### src/rtl/bezier_path_flattener_defines.svh
// Assertion helpers shared by the flattener RTL.
`ifndef BEZIER_PATH_FLATTENER_DEFINES_SVH
`define BEZIER_PATH_FLATTENER_DEFINES_SVH

// Property that must hold at every clock edge outside reset.
`define BPF_ASSERT(lbl, clk, rstn, prop, msg) \
    lbl: assert property (@(posedge clk) disable iff (!rstn) prop) else $error(msg);

// Condition that must never be seen outside reset.
`define BPF_NEVER(lbl, clk, rstn, cond, msg) \
    lbl: assert property (@(posedge clk) disable iff (!rstn) !(cond)) else $error(msg);

`endif

### src/rtl/bpf_pkg.sv
`timescale 1ns / 1ps
`default_nettype none

package bpf_pkg;

    localparam int COORD_W    = 32;
    localparam int T_W        = 17;
    localparam int CMD_W      = 3;
    localparam int TOL_W      = 31;
    localparam int DEPTH_W    = 3;
    localparam int CFG_IDX_W  = 2;
    localparam int IN_DATA_W  = 192;
    localparam int OUT_DATA_W = 88;
    localparam int DIV_W      = 36;

    localparam int DEPTH_LIMIT_DEF    = 6;
    localparam int FIXED_SEGMENTS_DEF = 16;
    localparam int COORD_BITS_DEF     = 32;
    localparam int QUEUE_DEPTH        = 2;

    // path command codes
    localparam logic [CMD_W-1:0] CMD_MOVE  = 3'd0;
    localparam logic [CMD_W-1:0] CMD_LINE  = 3'd1;
    localparam logic [CMD_W-1:0] CMD_CUBIC = 3'd2;
    localparam logic [CMD_W-1:0] CMD_QUAD  = 3'd3;
    localparam logic [CMD_W-1:0] CMD_CLOSE = 3'd4;

    // configuration register indexes
    localparam logic [CFG_IDX_W-1:0] CFG_ADAPTIVE = 2'd0;
    localparam logic [CFG_IDX_W-1:0] CFG_TOL      = 2'd1;
    localparam logic [CFG_IDX_W-1:0] CFG_DEPTH    = 2'd2;

    localparam logic               RST_ADAPTIVE = 1'b1;
    localparam logic [TOL_W-1:0]   RST_TOL      = 31'd6554;
    localparam logic [DEPTH_W-1:0] RST_DEPTH    = 3'd6;

    localparam logic [T_W-1:0] T_ONE = 17'h10000;

    // one segment handed from the front to the back
    typedef struct packed {
        logic                          is_curve;
        logic [3:0][COORD_W-1:0]       px;
        logic [3:0][COORD_W-1:0]       py;
    } seg_entry_t;

    typedef struct packed {
        logic               adaptive;
        logic [TOL_W-1:0]   tol;
        logic [DEPTH_W-1:0] depth;
    } cfg_t;

    // a + round((b - a) * t / 65536)
    function automatic logic [COORD_W-1:0] lerp(input logic [COORD_W-1:0] a,
                                                input logic [COORD_W-1:0] b,
                                                input logic [T_W-1:0] t);
        logic signed [COORD_W:0] d;
        logic signed [50:0]      p;
        d = $signed({b[COORD_W-1], b}) - $signed({a[COORD_W-1], a});
        p = d * $signed({1'b0, t});
        p = p + 51'sd32768;
        return a + COORD_W'(p >>> 16);
    endfunction

    // floor((a + b) / 2)
    function automatic logic [COORD_W-1:0] mid(input logic [COORD_W-1:0] a,
                                               input logic [COORD_W-1:0] b);
        logic [COORD_W:0] s;
        s = {a[COORD_W-1], a} + {b[COORD_W-1], b};
        return s[COORD_W:1];
    endfunction

    // de Casteljau split at one half: [3:0] left piece, [7:4] right piece
    function automatic logic [7:0][COORD_W-1:0] halve(input logic [3:0][COORD_W-1:0] p);
        logic [COORD_W-1:0] a, b, c, d, e, s;
        a = mid(p[0], p[1]);
        b = mid(p[1], p[2]);
        c = mid(p[2], p[3]);
        d = mid(a, b);
        e = mid(b, c);
        s = mid(d, e);
        return {p[3], c, e, s, s, d, a, p[0]};
    endfunction

endpackage

`default_nettype wire

### src/rtl/bpf_queue.sv
`timescale 1ns / 1ps
`default_nettype none

`include "bezier_path_flattener_defines.svh"

module bpf_queue
    import bpf_pkg::*;
(
    input  wire logic       clk,
    input  wire logic       rst_n,
    input  wire logic       push,
    input  seg_entry_t      push_data,
    output logic            full,
    input  wire logic       pop,
    output seg_entry_t      pop_data,
    output logic            empty
);

    localparam int PW = (QUEUE_DEPTH > 1) ? $clog2(QUEUE_DEPTH) : 1;
    localparam int CW = $clog2(QUEUE_DEPTH + 1);

    seg_entry_t      mem [QUEUE_DEPTH];
    logic [PW-1:0]   wr_ptr_reg, wr_ptr_next;
    logic [PW-1:0]   rd_ptr_reg, rd_ptr_next;
    logic [CW-1:0]   count_reg, count_next;

    assign full     = (count_reg == CW'(QUEUE_DEPTH));
    assign empty    = (count_reg == '0);
    assign pop_data = mem[rd_ptr_reg];

    // pointer and fill count
    always_comb
    begin
        wr_ptr_next = wr_ptr_reg;
        rd_ptr_next = rd_ptr_reg;
        count_next  = count_reg;
        if (push)
        begin
            wr_ptr_next = (wr_ptr_reg == PW'(QUEUE_DEPTH - 1)) ? '0 : wr_ptr_reg + 1'b1;
        end
        if (pop)
        begin
            rd_ptr_next = (rd_ptr_reg == PW'(QUEUE_DEPTH - 1)) ? '0 : rd_ptr_reg + 1'b1;
        end
        if (push && !pop)
        begin
            count_next = count_reg + 1'b1;
        end
        else if (pop && !push)
        begin
            count_next = count_reg - 1'b1;
        end
    end

    always_ff @(posedge clk or negedge rst_n)
    begin
        if (!rst_n)
        begin
            wr_ptr_reg <= '0;
            rd_ptr_reg <= '0;
            count_reg  <= '0;
        end
        else
        begin
            wr_ptr_reg <= wr_ptr_next;
            rd_ptr_reg <= rd_ptr_next;
            count_reg  <= count_next;
        end
    end

    // storage
    always_ff @(posedge clk)
    begin
        if (push)
        begin
            mem[wr_ptr_reg] <= push_data;
        end
    end

    `BPF_NEVER(a_q_overflow, clk, rst_n, push && full, "queue push while full")
    `BPF_NEVER(a_q_underflow, clk, rst_n, pop && empty, "queue pop while empty")

endmodule

`default_nettype wire

### config.mk
export PLATFORM = sky130hd
export DESIGN_NAME = bpf_queue
export DESIGN_NICKNAME = d
export VERILOG_FILES = /design/src/rtl/bpf_pkg.sv /design/src/rtl/bpf_queue.sv
export VERILOG_INCLUDE_DIRS = /design/src /design/src/rtl
export SDC_FILE = /design/constraint.sdc
export NUM_CORES = 1
export LEC_CHECK = 0
export BUFFER_PORTS_ARGS = -buffer_cell sky130_fd_sc_hd__clkbuf_2
export CAP_MARGIN = 10
export CORE_UTILIZATION = 47
export DETAILED_ROUTE_END_ITERATION = 6
export MAX_ROUTING_LAYER = met4
export PLACE_DENSITY = 0.82
export SYNTH_ARGS = -nofsm -noshare
export SYNTH_HDL_FRONTEND = slang
export SYNTH_SLANG_ARGS = --single-unit
### constraint.sdc
create_clock -name clk -period 11.72 [get_ports clk]
set_input_delay 0.586 -clock clk [delete_from_list [all_inputs] [get_ports clk]]
set_output_delay 0.586 -clock clk [all_outputs]
set_load 0.01 [all_outputs]
After elaboration in Yosys (flattened, before gate mapping). Memories as Yosys holds them, arrays and structs flattened. Cells that the tools add are included.

Register bits after elaboration: 4. Output and inout port bits: 259. Bits in writable memories: 514. Memories: 1. Logic and storage cells: 21.

Eq/ne operators: 1. Reductions and logical operators: 6. Mux-type cells: 6. $add $sub $neg: 4.

Memories: mem (words 2, bits a word 257, read ports 1, clocked after Yosys merged registers in 0, wr ports 1, line bpf_queue.sv:22) `seg_entry_t mem [QUEUE_DEPTH];`.

Operators with widths (count): $mux 1 (4); $mux 2 (2); $add 1x1->1 const B (2); $add 2x1->2 const B (1); $eq 2x2->1 const B (1); $logic_and 1x1->1 (2); $logic_not 1->1 (2); $logic_not 2->1 (1); $reduce_bool 2->1 (1); $sub 2x1->2 const B (1).

Longest topological paths before layout.
Depth in word-level cells: 4. Gate-level depth with buffers: 5.

Least setup slack after synthesis. OpenSTA, ideal clock, no wires.

Path type: reg-to-reg. Start: reg wr_ptr_reg. End: mem mem[0][0] (netlist name) (enable). Slack: -915 ps. Arrival: 11724 ps. Stages on the path, launching flop included: 2. Data required time: 10810 ps. Cells stage by stage: dfrtp_1 -> nor2b_1.

RTL lines: start, declared (line bpf_queue.sv:23) `logic [PW-1:0] wr_ptr_reg, wr_ptr_next;`; start signal, assigned (line bpf_queue.sv:65) `wr_ptr_reg <= wr_ptr_next;`; end, declared (line bpf_queue.sv:22).

Straight into the memory's write port.

==> run metrics <==
WP data required=11.13 ns; first-pass GRT wire length=55.5 mm; max_slew headroom=27.7%; DRT Pass-1 Iters=4; max FFs per register=514; type of the most critical hold path=input pin to flop; Final Setup Violations=0; Buf+Inv Stages, Crit Path=3; share of post-route cells with drive strength above 1=60.6%; post-placement cell count=1849; crit-path max cell delay=0.92 ns; outcome=finished, final reports clean; setup repair bufs after CTS=0; vias per cell=4.99; CTS resizes=0; Root Buffer=clkbuf_16; final hold slack=0.203 ns; Arrival @ worst endpoint=3.84 ns; GRT overflow=0; Crit Path Max Fanout=54; DP Area=0.0226 mm^2; CTS tree=built; CTS H-tree lvls=2; Max VDD drop=203 uV; Final #Nets=1632; CTS clock-pin slew for the worst setup and hold paths=0.06 ns; area of the multi-input gates=0.00374 mm^2; cts bufs inserted=50; DRC errors left=0; crit start category=flop; most common cell after layout, fill and taps aside=clkbuf_2; Final TNS setup=0 ns; Iter 0 DRT Violations=495; Cell Rows=74; sequential cell area fraction in the yosys report=79.3%; Post-Syn Area=0.0196 mm^2; Die Height=206 um; Finished Cell Area=0.0242 mm^2; total track usage=18.3%; CP Cell Sequence=buf_4 > buf_4 > mux2_4 > clkbuf_2; dpl hpwl=28.1 mm; crit path kind=flop to output pin; Core ar.=0.0409 mm^2; met3 usage in global routing=5.88%; PD cells=244 mW/mm^2; Syn Inst Count=816; Die X=206 um; Hold Vio Cnt, Final=0; clk_skew=0.0102 ns; cell family with most CP delay=buffers and inverters; Clock Latency Late Sink=0.56 ns; crit share post-route=37.7%; static leakage=0.00975 uW; initial antenna violation count=2; Net Count, Synth=1078; unrepaired setup endpoints after global routing=false; hold path startpoint=push_data[1]; hold buffer count at CTS=1; IO buf count=519; endpoint class of the critical path=output pin; drt wl/cell=20.5 um; Final Non-Filler Cells=1939; Initial Util=47.9%; Yosys cell types=14; FF-to-FF Start=wr_ptr_reg; M1 GR Usage=19.4%; Ys Warns=0; vias=9670; CTS Sinks=518; # IOs=520; GRT busiest layer=met2; final wirelength=39.7 mm; Slowest cell on crit path=dfrtp_4; Tmin final=4.42 ns; Layout area overhead=23.4%; number of max-cap violations=0; Clock Path Buffers=3; fillers=2937; gpl congestion=0.799; total power=5900 uW; synthesized flop and latch total=518; storage element area=0.0155 mm^2; Final ANT Viol Nets=0; Die ar.=0.0425 mm^2; Worst-Margin Slew=1.09 ns; M2 GR Usage=30.6%; largest net degree at the start of global routing=80; Slew Limit Fails=0; Max Freq=226 MHz; CP most frequent cell=buf_4; commonest non-fill, non-tap cells in the layout=clkbuf_2 (519), edfxtp_1 (514), mux2_4 (201), mux2_2 (56), clkbuf_16 (53); vias in the first global route=10078; CP startpoint=rd_ptr_reg; Mean Syn Cell Area=24.0 um^2
==> path summary, 6_finish.rpt <==
path                       cells after the start       endpoint  slack, ns
min in group asynchronous                      2     rd_ptr_reg       0.37
max in group asynchronous                      2     rd_ptr_reg      11.19
min                                            1      mem[1][1]       0.20
max                                            4  pop_data[150]       7.30
min reg2reg                                    1   count_reg[1]       0.52
max reg2reg                                    3    mem[1][149]       8.58
==> cells by family (layout without fill, tap and decap cells) <==
kind of cell	after synthesis	count (layout)	share of synthesized area [%]
DFF	518	518	79.3
muxes	257	257	18.6
buffers and inverters	30	619	1.63
xor gates and xnor gates	5	5	0.224
and+or+nand+nor	5	5	0.134
adders and majority gates	1	1	0.0639
other	0	2	0
==> cells in the mapped netlist <==
master / instances / share of area [%]
and2_1: 1 / 0.032
buf_6: 24 / 1.4
ha_1: 1 / 0.064
buf_8: 2 / 0.15
nor2_1: 2 / 0.038
mux2_2: 56 / 3.2
buf_2: 3 / 0.077
xnor2_1: 1 / 0.045
inv_1: 1 / 0.019
nor2b_1: 2 / 0.064
dfrtp_1: 4 / 0.51
edfxtp_1: 514 / 79
mux2_4: 201 / 15
xor2_1: 4 / 0.18
==> layout make-up <==
| cell class | instances | area share [%] |
|---|---|---|
| sequential | 518 | 64.3 |
| multi-input combinational | 268 | 15.5 |
| timing repair buffer | 531 | 11.1 |
| clock buffer | 65 | 5.67 |
| tap | 532 | 2.75 |
| clock inverter | 22 | 0.647 |
| antenna | 2 | 0.0207 |
| inverter | 1 | 0.0155 |
==> report_power, final <==
part / switching [uW] / internal (uW) / leakage, uW / total, uW
sequential: 129 / 2460 / 0.00487 / 2590
clock: 632 / 863 / 0.000744 / 1500
combinational: 918 / 891 / 0.00414 / 1810
total: 1680 / 4220 / 0.00975 / 5900
==> metrics by stage <==
step / worst slack, ns / util [%]
after CTS: 7.21 / 59.1
after floorplan: 4.00 / -
after global routing: 7.13 / 59.1
final: 7.30 / 59.1
after detailed placement: 7.85 / 55.3
after global placement: 7.87 / 55.3
==> routing by layer <==
metal	vias up	wire [um]
li1	4374	-
met1	4752	14200
met2	440	20200
met3	104	3570
met4	0	1670
met5	-	0
No activity file was read; power rests on OpenSTA's default activity.
