**config.mk**
```make
export PLATFORM = sky130hd
export DESIGN_NAME = bpf_front
export DESIGN_NICKNAME = d
export VERILOG_FILES = /design/src/rtl/bezier_path_flattener_defines.svh /design/src/rtl/bpf_pkg.sv /design/src/rtl/bpf_front.sv
export SDC_FILE = /design/constraint.sdc
export NUM_CORES = 2
export LEC_CHECK = 0
export ABC_AREA = 1
export BUFFER_PORTS_ARGS = -buffer_cell sky130_fd_sc_hd__buf_2
export CAP_MARGIN = 30
export CORE_UTILIZATION = 40
export CTS_BUF_LIST = sky130_fd_sc_hd__clkbuf_4 sky130_fd_sc_hd__clkbuf_8 sky130_fd_sc_hd__clkbuf_16
export CTS_CLUSTER_SIZE = 10
export DETAILED_ROUTE_END_ITERATION = 7
export GPL_ROUTABILITY_DRIVEN = 0
export GPL_TIMING_DRIVEN = 1
export MAX_ROUTING_LAYER = met4
export PLACE_DENSITY = 0.57
export SYNTH_ARGS = -nofsm -noshare
export SYNTH_HDL_FRONTEND = slang
export SYNTH_SLANG_ARGS = --single-unit
```
**constraint.sdc**
```tcl
create_clock -name clk -period 35.1 [get_ports clk]
set_input_delay 3.51 -clock clk [delete_from_list [all_inputs] [get_ports clk]]
set_output_delay 3.51 -clock clk [all_outputs]
set_load 0.03 [all_outputs]
```
**src/rtl/bezier_path_flattener_defines.svh**
```systemverilog
// Assertion helpers shared by the flattener RTL.
`ifndef BEZIER_PATH_FLATTENER_DEFINES_SVH
`define BEZIER_PATH_FLATTENER_DEFINES_SVH

// Property that must hold at every clock edge outside reset.
`define BPF_ASSERT(lbl, clk, rstn, prop, msg) \
    lbl: assert property (@(posedge clk) disable iff (!rstn) prop) else $error(msg);

// Condition that must never be seen outside reset.
`define BPF_NEVER(lbl, clk, rstn, cond, msg) \
    lbl: assert property (@(posedge clk) disable iff (!rstn) !(cond)) else $error(msg);

`endif

```
**src/rtl/bpf_pkg.sv**
```systemverilog
`timescale 1ns / 1ps
`default_nettype none

package bpf_pkg;

    localparam int COORD_W    = 32;
    localparam int T_W        = 17;
    localparam int CMD_W      = 3;
    localparam int TOL_W      = 31;
    localparam int DEPTH_W    = 3;
    localparam int CFG_IDX_W  = 2;
    localparam int IN_DATA_W  = 192;
    localparam int OUT_DATA_W = 88;
    localparam int DIV_W      = 36;

    localparam int DEPTH_LIMIT_DEF    = 6;
    localparam int FIXED_SEGMENTS_DEF = 16;
    localparam int COORD_BITS_DEF     = 32;
    localparam int QUEUE_DEPTH        = 2;

    // path command codes
    localparam logic [CMD_W-1:0] CMD_MOVE  = 3'd0;
    localparam logic [CMD_W-1:0] CMD_LINE  = 3'd1;
    localparam logic [CMD_W-1:0] CMD_CUBIC = 3'd2;
    localparam logic [CMD_W-1:0] CMD_QUAD  = 3'd3;
    localparam logic [CMD_W-1:0] CMD_CLOSE = 3'd4;

    // configuration register indexes
    localparam logic [CFG_IDX_W-1:0] CFG_ADAPTIVE = 2'd0;
    localparam logic [CFG_IDX_W-1:0] CFG_TOL      = 2'd1;
    localparam logic [CFG_IDX_W-1:0] CFG_DEPTH    = 2'd2;

    localparam logic               RST_ADAPTIVE = 1'b1;
    localparam logic [TOL_W-1:0]   RST_TOL      = 31'd6554;
    localparam logic [DEPTH_W-1:0] RST_DEPTH    = 3'd6;

    localparam logic [T_W-1:0] T_ONE = 17'h10000;

    // one segment handed from the front to the back
    typedef struct packed {
        logic                          is_curve;
        logic [3:0][COORD_W-1:0]       px;
        logic [3:0][COORD_W-1:0]       py;
    } seg_entry_t;

    typedef struct packed {
        logic               adaptive;
        logic [TOL_W-1:0]   tol;
        logic [DEPTH_W-1:0] depth;
    } cfg_t;

    // a + round((b - a) * t / 65536)
    function automatic logic [COORD_W-1:0] lerp(input logic [COORD_W-1:0] a,
                                                input logic [COORD_W-1:0] b,
                                                input logic [T_W-1:0] t);
        logic signed [COORD_W:0] d;
        logic signed [50:0]      p;
        d = $signed({b[COORD_W-1], b}) - $signed({a[COORD_W-1], a});
        p = d * $signed({1'b0, t});
        p = p + 51'sd32768;
        return a + COORD_W'(p >>> 16);
    endfunction

    // floor((a + b) / 2)
    function automatic logic [COORD_W-1:0] mid(input logic [COORD_W-1:0] a,
                                               input logic [COORD_W-1:0] b);
        logic [COORD_W:0] s;
        s = {a[COORD_W-1], a} + {b[COORD_W-1], b};
        return s[COORD_W:1];
    endfunction

    // de Casteljau split at one half: [3:0] left piece, [7:4] right piece
    function automatic logic [7:0][COORD_W-1:0] halve(input logic [3:0][COORD_W-1:0] p);
        logic [COORD_W-1:0] a, b, c, d, e, s;
        a = mid(p[0], p[1]);
        b = mid(p[1], p[2]);
        c = mid(p[2], p[3]);
        d = mid(a, b);
        e = mid(b, c);
        s = mid(d, e);
        return {p[3], c, e, s, s, d, a, p[0]};
    endfunction

endpackage

`default_nettype wire

```
**src/rtl/bpf_front.sv**
```systemverilog
`timescale 1ns / 1ps
`default_nettype none

module bpf_front
    import bpf_pkg::*;
(
    input  wire logic                 clk,
    input  wire logic                 rst_n,
    input  wire logic                 s_tvalid,
    output logic                      s_tready,
    input  wire logic [IN_DATA_W-1:0] s_tdata,
    input  wire logic [CMD_W-1:0]     s_tuser,
    output logic                      q_push,
    output seg_entry_t                q_data,
    input  wire logic                 q_full
);

    localparam logic F_IDLE = 1'b0;
    localparam logic F_DIV  = 1'b1;
    localparam int   DIV_STEPS = 2;
    localparam int   SW = $clog2(DIV_STEPS);
    localparam int   HALF_W = DIV_W / 2;
    localparam int   PROD_W = DIV_W + HALF_W;
    localparam int   ACC_W  = 2 * DIV_W;
    // offset that keeps every quadratic numerator positive
    localparam logic [DIV_W-1:0] DIV_BIAS = 36'hC_0000_0000;
    // (2^37 + 1) / 3: floor(u * RECIP3 / 2^37) equals floor(u / 3) for every 36-bit u
    localparam logic [DIV_W-1:0] RECIP3 = 36'd45812984491;

    logic                   state_reg, state_next;
    logic [COORD_W-1:0]     pen_x_reg, pen_x_next;
    logic [COORD_W-1:0]     pen_y_reg, pen_y_next;
    logic [COORD_W-1:0]     start_x_reg, start_x_next;
    logic [COORD_W-1:0]     start_y_reg, start_y_next;
    logic [SW-1:0]          cnt_reg, cnt_next;
    seg_entry_t             hold_reg, hold_next;
    logic [3:0][DIV_W-1:0]  u_reg, u_next;
    logic [3:0][ACC_W-1:0]  acc_reg, acc_next;

    logic [COORD_W-1:0]     c1x, c1y, c2x, c2y, ex, ey;
    logic                   accept;
    logic                   at_start;

    assign c1x = s_tdata[31:0];
    assign c1y = s_tdata[63:32];
    assign c2x = s_tdata[95:64];
    assign c2y = s_tdata[127:96];
    assign ex  = s_tdata[159:128];
    assign ey  = s_tdata[191:160];

    assign s_tready = (state_reg == F_IDLE) && !q_full;
    assign accept   = s_tvalid && s_tready;
    assign at_start = (pen_x_reg == start_x_reg) && (pen_y_reg == start_y_reg);

    // base + 2*ctl + 1, biased; floor of it over three gives the raised point
    function automatic logic [DIV_W-1:0] quad_num(input logic [COORD_W-1:0] base,
                                                  input logic [COORD_W-1:0] ctl);
        logic [DIV_W-1:0] b2, c2;
        b2 = {{(DIV_W-COORD_W){base[COORD_W-1]}}, base};
        c2 = {{(DIV_W-COORD_W-1){ctl[COORD_W-1]}}, ctl, 1'b0};
        return b2 + c2 + DIV_W'(1) + DIV_BIAS;
    endfunction

    // classify, update pen, run the divide-by-three for quadratics
    always_comb
    begin
        logic [PROD_W-1:0] prod;
        state_next   = state_reg;
        pen_x_next   = pen_x_reg;
        pen_y_next   = pen_y_reg;
        start_x_next = start_x_reg;
        start_y_next = start_y_reg;
        cnt_next     = cnt_reg;
        hold_next    = hold_reg;
        u_next       = u_reg;
        acc_next     = acc_reg;
        prod         = '0;
        q_push       = 1'b0;
        q_data       = hold_reg;

        case (state_reg)
            F_IDLE:
            begin
                q_data.is_curve = 1'b0;
                q_data.px       = {ex, c2x, c1x, pen_x_reg};
                q_data.py       = {ey, c2y, c1y, pen_y_reg};
                if (accept)
                begin
                    case (s_tuser)
                        CMD_MOVE:
                        begin
                            pen_x_next   = ex;
                            pen_y_next   = ey;
                            start_x_next = ex;
                            start_y_next = ey;
                        end
                        CMD_LINE:
                        begin
                            q_push     = 1'b1;
                            pen_x_next = ex;
                            pen_y_next = ey;
                        end
                        CMD_CUBIC:
                        begin
                            q_push          = 1'b1;
                            q_data.is_curve = 1'b1;
                            pen_x_next      = ex;
                            pen_y_next      = ey;
                        end
                        CMD_QUAD:
                        begin
                            hold_next.is_curve = 1'b1;
                            hold_next.px       = {ex, c2x, c1x, pen_x_reg};
                            hold_next.py       = {ey, c2y, c1y, pen_y_reg};
                            u_next[0]  = quad_num(pen_x_reg, c1x);
                            u_next[1]  = quad_num(pen_y_reg, c1y);
                            u_next[2]  = quad_num(ex, c1x);
                            u_next[3]  = quad_num(ey, c1y);
                            cnt_next   = '0;
                            pen_x_next = ex;
                            pen_y_next = ey;
                            state_next = F_DIV;
                        end
                        CMD_CLOSE:
                        begin
                            q_push    = !at_start;
                            q_data.px = {start_x_reg, c2x, c1x, pen_x_reg};
                            q_data.py = {start_y_reg, c2y, c1y, pen_y_reg};
                            pen_x_next = start_x_reg;
                            pen_y_next = start_y_reg;
                        end
                        default:
                        begin
                        end
                    endcase
                end
            end
            F_DIV:
            begin
                // reciprocal multiply, low half of the numerator first, then the high half
                for (int k = 0; k < 4; k++)
                begin
                    if (cnt_reg == '0)
                    begin
                        prod        = u_reg[k][HALF_W-1:0] * RECIP3;
                        acc_next[k] = {{(ACC_W-PROD_W){1'b0}}, prod};
                    end
                    else
                    begin
                        prod        = u_reg[k][DIV_W-1:HALF_W] * RECIP3;
                        acc_next[k] = acc_reg[k] + {prod, {HALF_W{1'b0}}};
                    end
                end
                cnt_next    = cnt_reg + 1'b1;
                q_data.px[1] = acc_next[0][DIV_W+COORD_W:DIV_W+1];
                q_data.py[1] = acc_next[1][DIV_W+COORD_W:DIV_W+1];
                q_data.px[2] = acc_next[2][DIV_W+COORD_W:DIV_W+1];
                q_data.py[2] = acc_next[3][DIV_W+COORD_W:DIV_W+1];
                if (cnt_reg == SW'(DIV_STEPS - 1))
                begin
                    q_push     = 1'b1;
                    state_next = F_IDLE;
                end
            end
            default:
            begin
                state_next = F_IDLE;
            end
        endcase
    end

    always_ff @(posedge clk or negedge rst_n)
    begin
        if (!rst_n)
        begin
            state_reg   <= F_IDLE;
            pen_x_reg   <= '0;
            pen_y_reg   <= '0;
            start_x_reg <= '0;
            start_y_reg <= '0;
            cnt_reg     <= '0;
        end
        else
        begin
            state_reg   <= state_next;
            pen_x_reg   <= pen_x_next;
            pen_y_reg   <= pen_y_next;
            start_x_reg <= start_x_next;
            start_y_reg <= start_y_next;
            cnt_reg     <= cnt_next;
        end
    end

    always_ff @(posedge clk)
    begin
        hold_reg <= hold_next;
        u_reg    <= u_next;
        acc_reg  <= acc_next;
    end

endmodule

`default_nettype wire

```
; Yosys cells after proc, flatten, opt, wreduce, memory -nomap -nowiden
; Index checks and enable logic that the tools add are counted.
[word_totals]
register_bits = 690
input_bits = 199
output_inout_bits = 259
[op_classes]
add_sub_neg = 17
n_mul = 8
n_eq_ne = 8
mux = 25
bitwise_logic = 1
reduce_logical = 13
[ops]
columns = operator, count
row1 = "multiplier 18 x 36 -> 54 bit, second input constant", 8
row2 = adder 72 bit, 4
row3 = two-way mux 69 bit, 4
row4 = two-way mux 257 bit, 1
row5 = two-way mux 256 bit, 1
row6 = one-hot mux 64 bit (2 select lines), 2
row7 = "adder 35 x 35 -> 36 bit, second input constant", 4
row8 = "adder 34 x 2 -> 35 bit, second input constant", 4
row9 = adder 32 x 33 -> 34 bit, 4
row10 = one-hot mux 32 bit (2 select lines), 2
row11 = == test 32 bit, 2
row12 = two-way mux 64 bit, 1
row13 = two-way mux 33 bit, 1
row14 = two-way mux 32 bit, 1
row15 = AND reduction 3 bit, 3
row16 = two-way mux 1 bit, 8
row17 = one-hot mux 1 bit (2 select lines), 4
row18 = "== test 3 x 2 -> 1 bit, second input constant", 2
row19 = OR reduction 4 bit, 1
row20 = "== test 3 x 1 -> 1 bit, second input constant", 1
row21 = "== test 3 bit, second input constant", 1
row22 = logical AND 1 bit, 3
row23 = zero test 3 bit, 1
row24 = zero test 1 bit, 2
row25 = other kinds (7), 7

; Logic depth before layout (Yosys ltp)
[depth]
depth_word = 6
depth_mapped = 38
depth_no_buf = 38

; Worst setup path before layout
; OpenSTA, ideal clock, no wires.
[synth_path]
path_kind = register -> register
start = register state_reg
end = register cnt_reg
setup_ns = 0.145
arrival_ns = 23.913
required_ns = 34.955
path_slack_ns = 11.042
path_stages_with_launch = 7
synth_period_minus_slack_ns = 24.058
cell_sequence = dfrtp_1 > nor2_1 > nand2_1 > nor3_1 > inv_1 > nand3_1 > o21ai_0
[synth_between]
elab_chain_len = 5
word_cells_on_any_way = 7
cone_classes = 2 x eq/ne / 1 x mux / 1 x bitwise / 3 x reduce/logical
[synth_lines]
columns = element, line
row1 = "start, declared", bpf_front.sv:30  ; logic state_reg, state_next;
row2 = "start signal, assigned", bpf_front.sv:185  ; state_reg <= state_next;
row3 = inverter 1 bit (no line), --
row4 = logical AND 1 bit, bpf_front.sv:51  ; assign s_tready = (state_reg == F_IDLE) && !q_full;
row5 = named net s_tready, bpf_front.sv:10  ; output logic s_tready,
row6 = logical AND 1 bit, bpf_front.sv:52  ; assign accept = s_tvalid && s_tready;
row7 = != test 2 bit (no line), --
row8 = AND reduction 2 bit (no line), --
row9 = "end signal, assigned", bpf_front.sv:190  ; cnt_reg <= cnt_next;
row10 = "end, declared", bpf_front.sv:35  ; logic [SW-1:0] cnt_reg, cnt_next;
; The timed path passes the listed nets, and every way through them passes these cells.
; A chain may end at the register's enable or synchronous reset.

==> results.py <==
metrics = {
    "status": {
        "status": "complete, no violations",
    },
    "yosys": {
        "synth_seq_cells": 606,
        "synth_flop_cell": "edfxtp_1",
        "yosysTopAreaCell": "ha_1",
        "synth.avg_cell_area_sq_um": 7.57,
        "synth_cells": 12900,
        "synth_area_sq_um": 97800,
        "syn_nets": 15400,
        "netlist-cell-type-count": 59,
        "synthArstFlopShare_pct": 21.5,
        "synth_top_area_share_pct": 18.6,
        "yosysWarnings": 0,
        "seq_area_frac_synth_pct": 17.9,
        "synth_area_leaders": "ha_1, fa_1, edfxtp_1, nand2_1, inv_1",
        "synth_edf_count": 476,
    },
    "timing": {
        "maxSlewViolCount": 0,
        "period_needed_ps": 12660,
        "fmax_ghz": 0.0790,
        "grt_setup_unrepaired": "false",
        "setup_viol": 0,
        "fin_setup_tns_ps": 0,
        "relSlewSlack_pct": 32.0,
        "final_hold_viol_count": 0,
        "period_share_pct": 36.1,
        "fin_worst_skew_ps": 109,
        "worst_pin_slew_ps": 1010,
    },
    "placement": {
        "io_buffers": 457,
        "post-dp-hpwl_mm": 284,
    },
    "worst_setup_path": {
        "path_class": "flop to output pin",
        "crit_arrival_ps": 9150,
        "r2r_end": "acc_reg[205]",
        "endpoint": "q_data[200]",
        "critical_path.most_common_cell": "nand2_1",
        "endpoint_kind": "output pin",
        "reg2regPathDepth": 24,
        "cp-start-kind": "flop",
        "rrSetupSlack_ps": 26760,
        "cp_slowest_stage_delay_ps": 710,
        "rr_startpoint": "u_reg[95]",
        "critical-path-slowest-cell": "o21ai_1",
        "critPathLaunch": "u_reg[95]",
        "critPathRequiredTime_ps": 31590,
        "crit_fanout": 12,
    },
    "floorplanning": {
        "die_h_microns": 496,
        "die-area_sq_um": 246000,
        "fp.dieW_microns": 496,
        "pin_count": 458,
        "core_area_sq_um": 243000,
        "num_rows": 181,
        "start_util_pct": 40.2,
    },
    "global_routing": {
        "antenna_found_initial": 25,
        "grt_max_degree": 157,
        "grt_pass1_wl_mm": 503,
        "grt_use_total_pct": 27.6,
        "grt_pass1_vias": 84100,
        "grt-ovfl-total": 0,
    },
    "cells_and_area": {
        "largest_reg_flops": 204,
        "fin_nets": 15800,
        "syn_to_final_growth_pct": 9.42,
        "drive_above_1_share_pct": 5.80,
    },
    "cts": {
        "clk_latency_ps": 800,
        "htreeDepth": 3,
        "cts_sinks": 606,
        "numCtsBuffers": 88,
        "post_cts_buffers": 0,
        "ctsResizeCount": 0,
        "clkTransAtPathRegs_ps": 60,
        "root_buffer": "clkbuf_16",
        "clockBufferDepth": 3,
        "cts_tree": "done",
        "ctsHoldBuffers": 0,
    },
    "routing": {
        "first_pass_iters": 8,
        "drc": 0,
        "vias": 87600,
        "avgViaCountPerCell": 5.27,
        "final_antenna_net_count": 0,
        "first_iter_violations": 7731,
        "wl_per_cell_microns": 20.0,
        "wl_mm": 333,
    },
    "run": {
        "cap_violations": 0,
    },
    "worst_hold_path": {
        "holdCritPathClass": "flop to flop",
    },
}
cell usage after synthesis, drive strengths merged (122+ instances only):
library cell,n
nand2,2919
xnor2,137
nor3,122
fa,836
edfxtp,476
a21oi,837
ha,1452
dfrtp,130
xor2,259
o21ai,868
nand3,557
inv,2349
nand4,140
nor2,1126
area by class of cell:
class	instances	area [sq um]
tap	3202	4010
antenna	9	22.5
sequential	606	17600
multi-input combinational	9806	70800
inverter	2352	8840
fill	25300	136000
clock buffer	127	2570
timing repair buffer	491	2620
clock inverter	34	562
how the worst min path moves through the flow:
stage,from,endpoint,slack [ps],cells past startpoint
floorplan,pen_x_reg[14],hold_reg[142],450,0
global route,pen_x_reg[14],hold_reg[142],540,0
global placement,pen_x_reg[14],hold_reg[142],500,0
CTS,pen_x_reg[14],hold_reg[142],520,0
detailed placement,pen_x_reg[14],hold_reg[142],510,0
finish,pen_x_reg[14],hold_reg[142],530,0
critical path: cells and delay by family, from the launching register on:
family	cells	cell delay (ps)
buffers and inverters	6	680
AND/OR/NAND/NOR	8	1320
flip-flops	1	450
adder cells (fa/ha/maj)	8	4060
XOR/XNOR	1	210
AO/OA/AOI/OAI	5	1650
cells in the final DEF, fill, tap and decap left out, types with 140 or more instances in the layout:
| cell type | n |
|---|---|
| nand2_1 | 2895 |
| inv_1 | 2330 |
| ha_1 | 1452 |
| nor2_1 | 1114 |
| fa_1 | 836 |
| a21oi_1 | 818 |
| o21ai_0 | 732 |
| nand3_1 | 546 |
| edfxtp_1 | 476 |
| buf_2 | 456 |
| xor2_1 | 259 |
| nand4_1 | 140 |
per-stage QoR:
step	setup WS [ps]	util (%)	cell area [sq um]	hold slack, ps	instances
floorplan	11040	-	97800	451	12900
global placement	23390	42.7	104000	496	16500
detailed placement	23260	42.7	104000	507	16500
CTS	22380	44.0	107000	522	16600
global route	21990	44.0	107000	539	16600
finish	22440	44.0	107000	526	16600
metal layers:
metal	up-vias	global-route usage (%)	share of wire, %
met5	-	-	0
met1	41200	39.7	48
met3	415	3.67	7.6
li1	42900	-	-
met2	3024	40.1	42
met4	0	7.87	3.0
cell families after synthesis:
logic type,synth area share (%)
xor+xnor,3.55
flops,17.9
buf+inv,9.68
simple gates,21.0
compound gates,12.2
fa+ha+maj,35.7
Power is not shown: default switching activity piles up to over one toggle a cycle in this logic, so the estimate is an artifact.
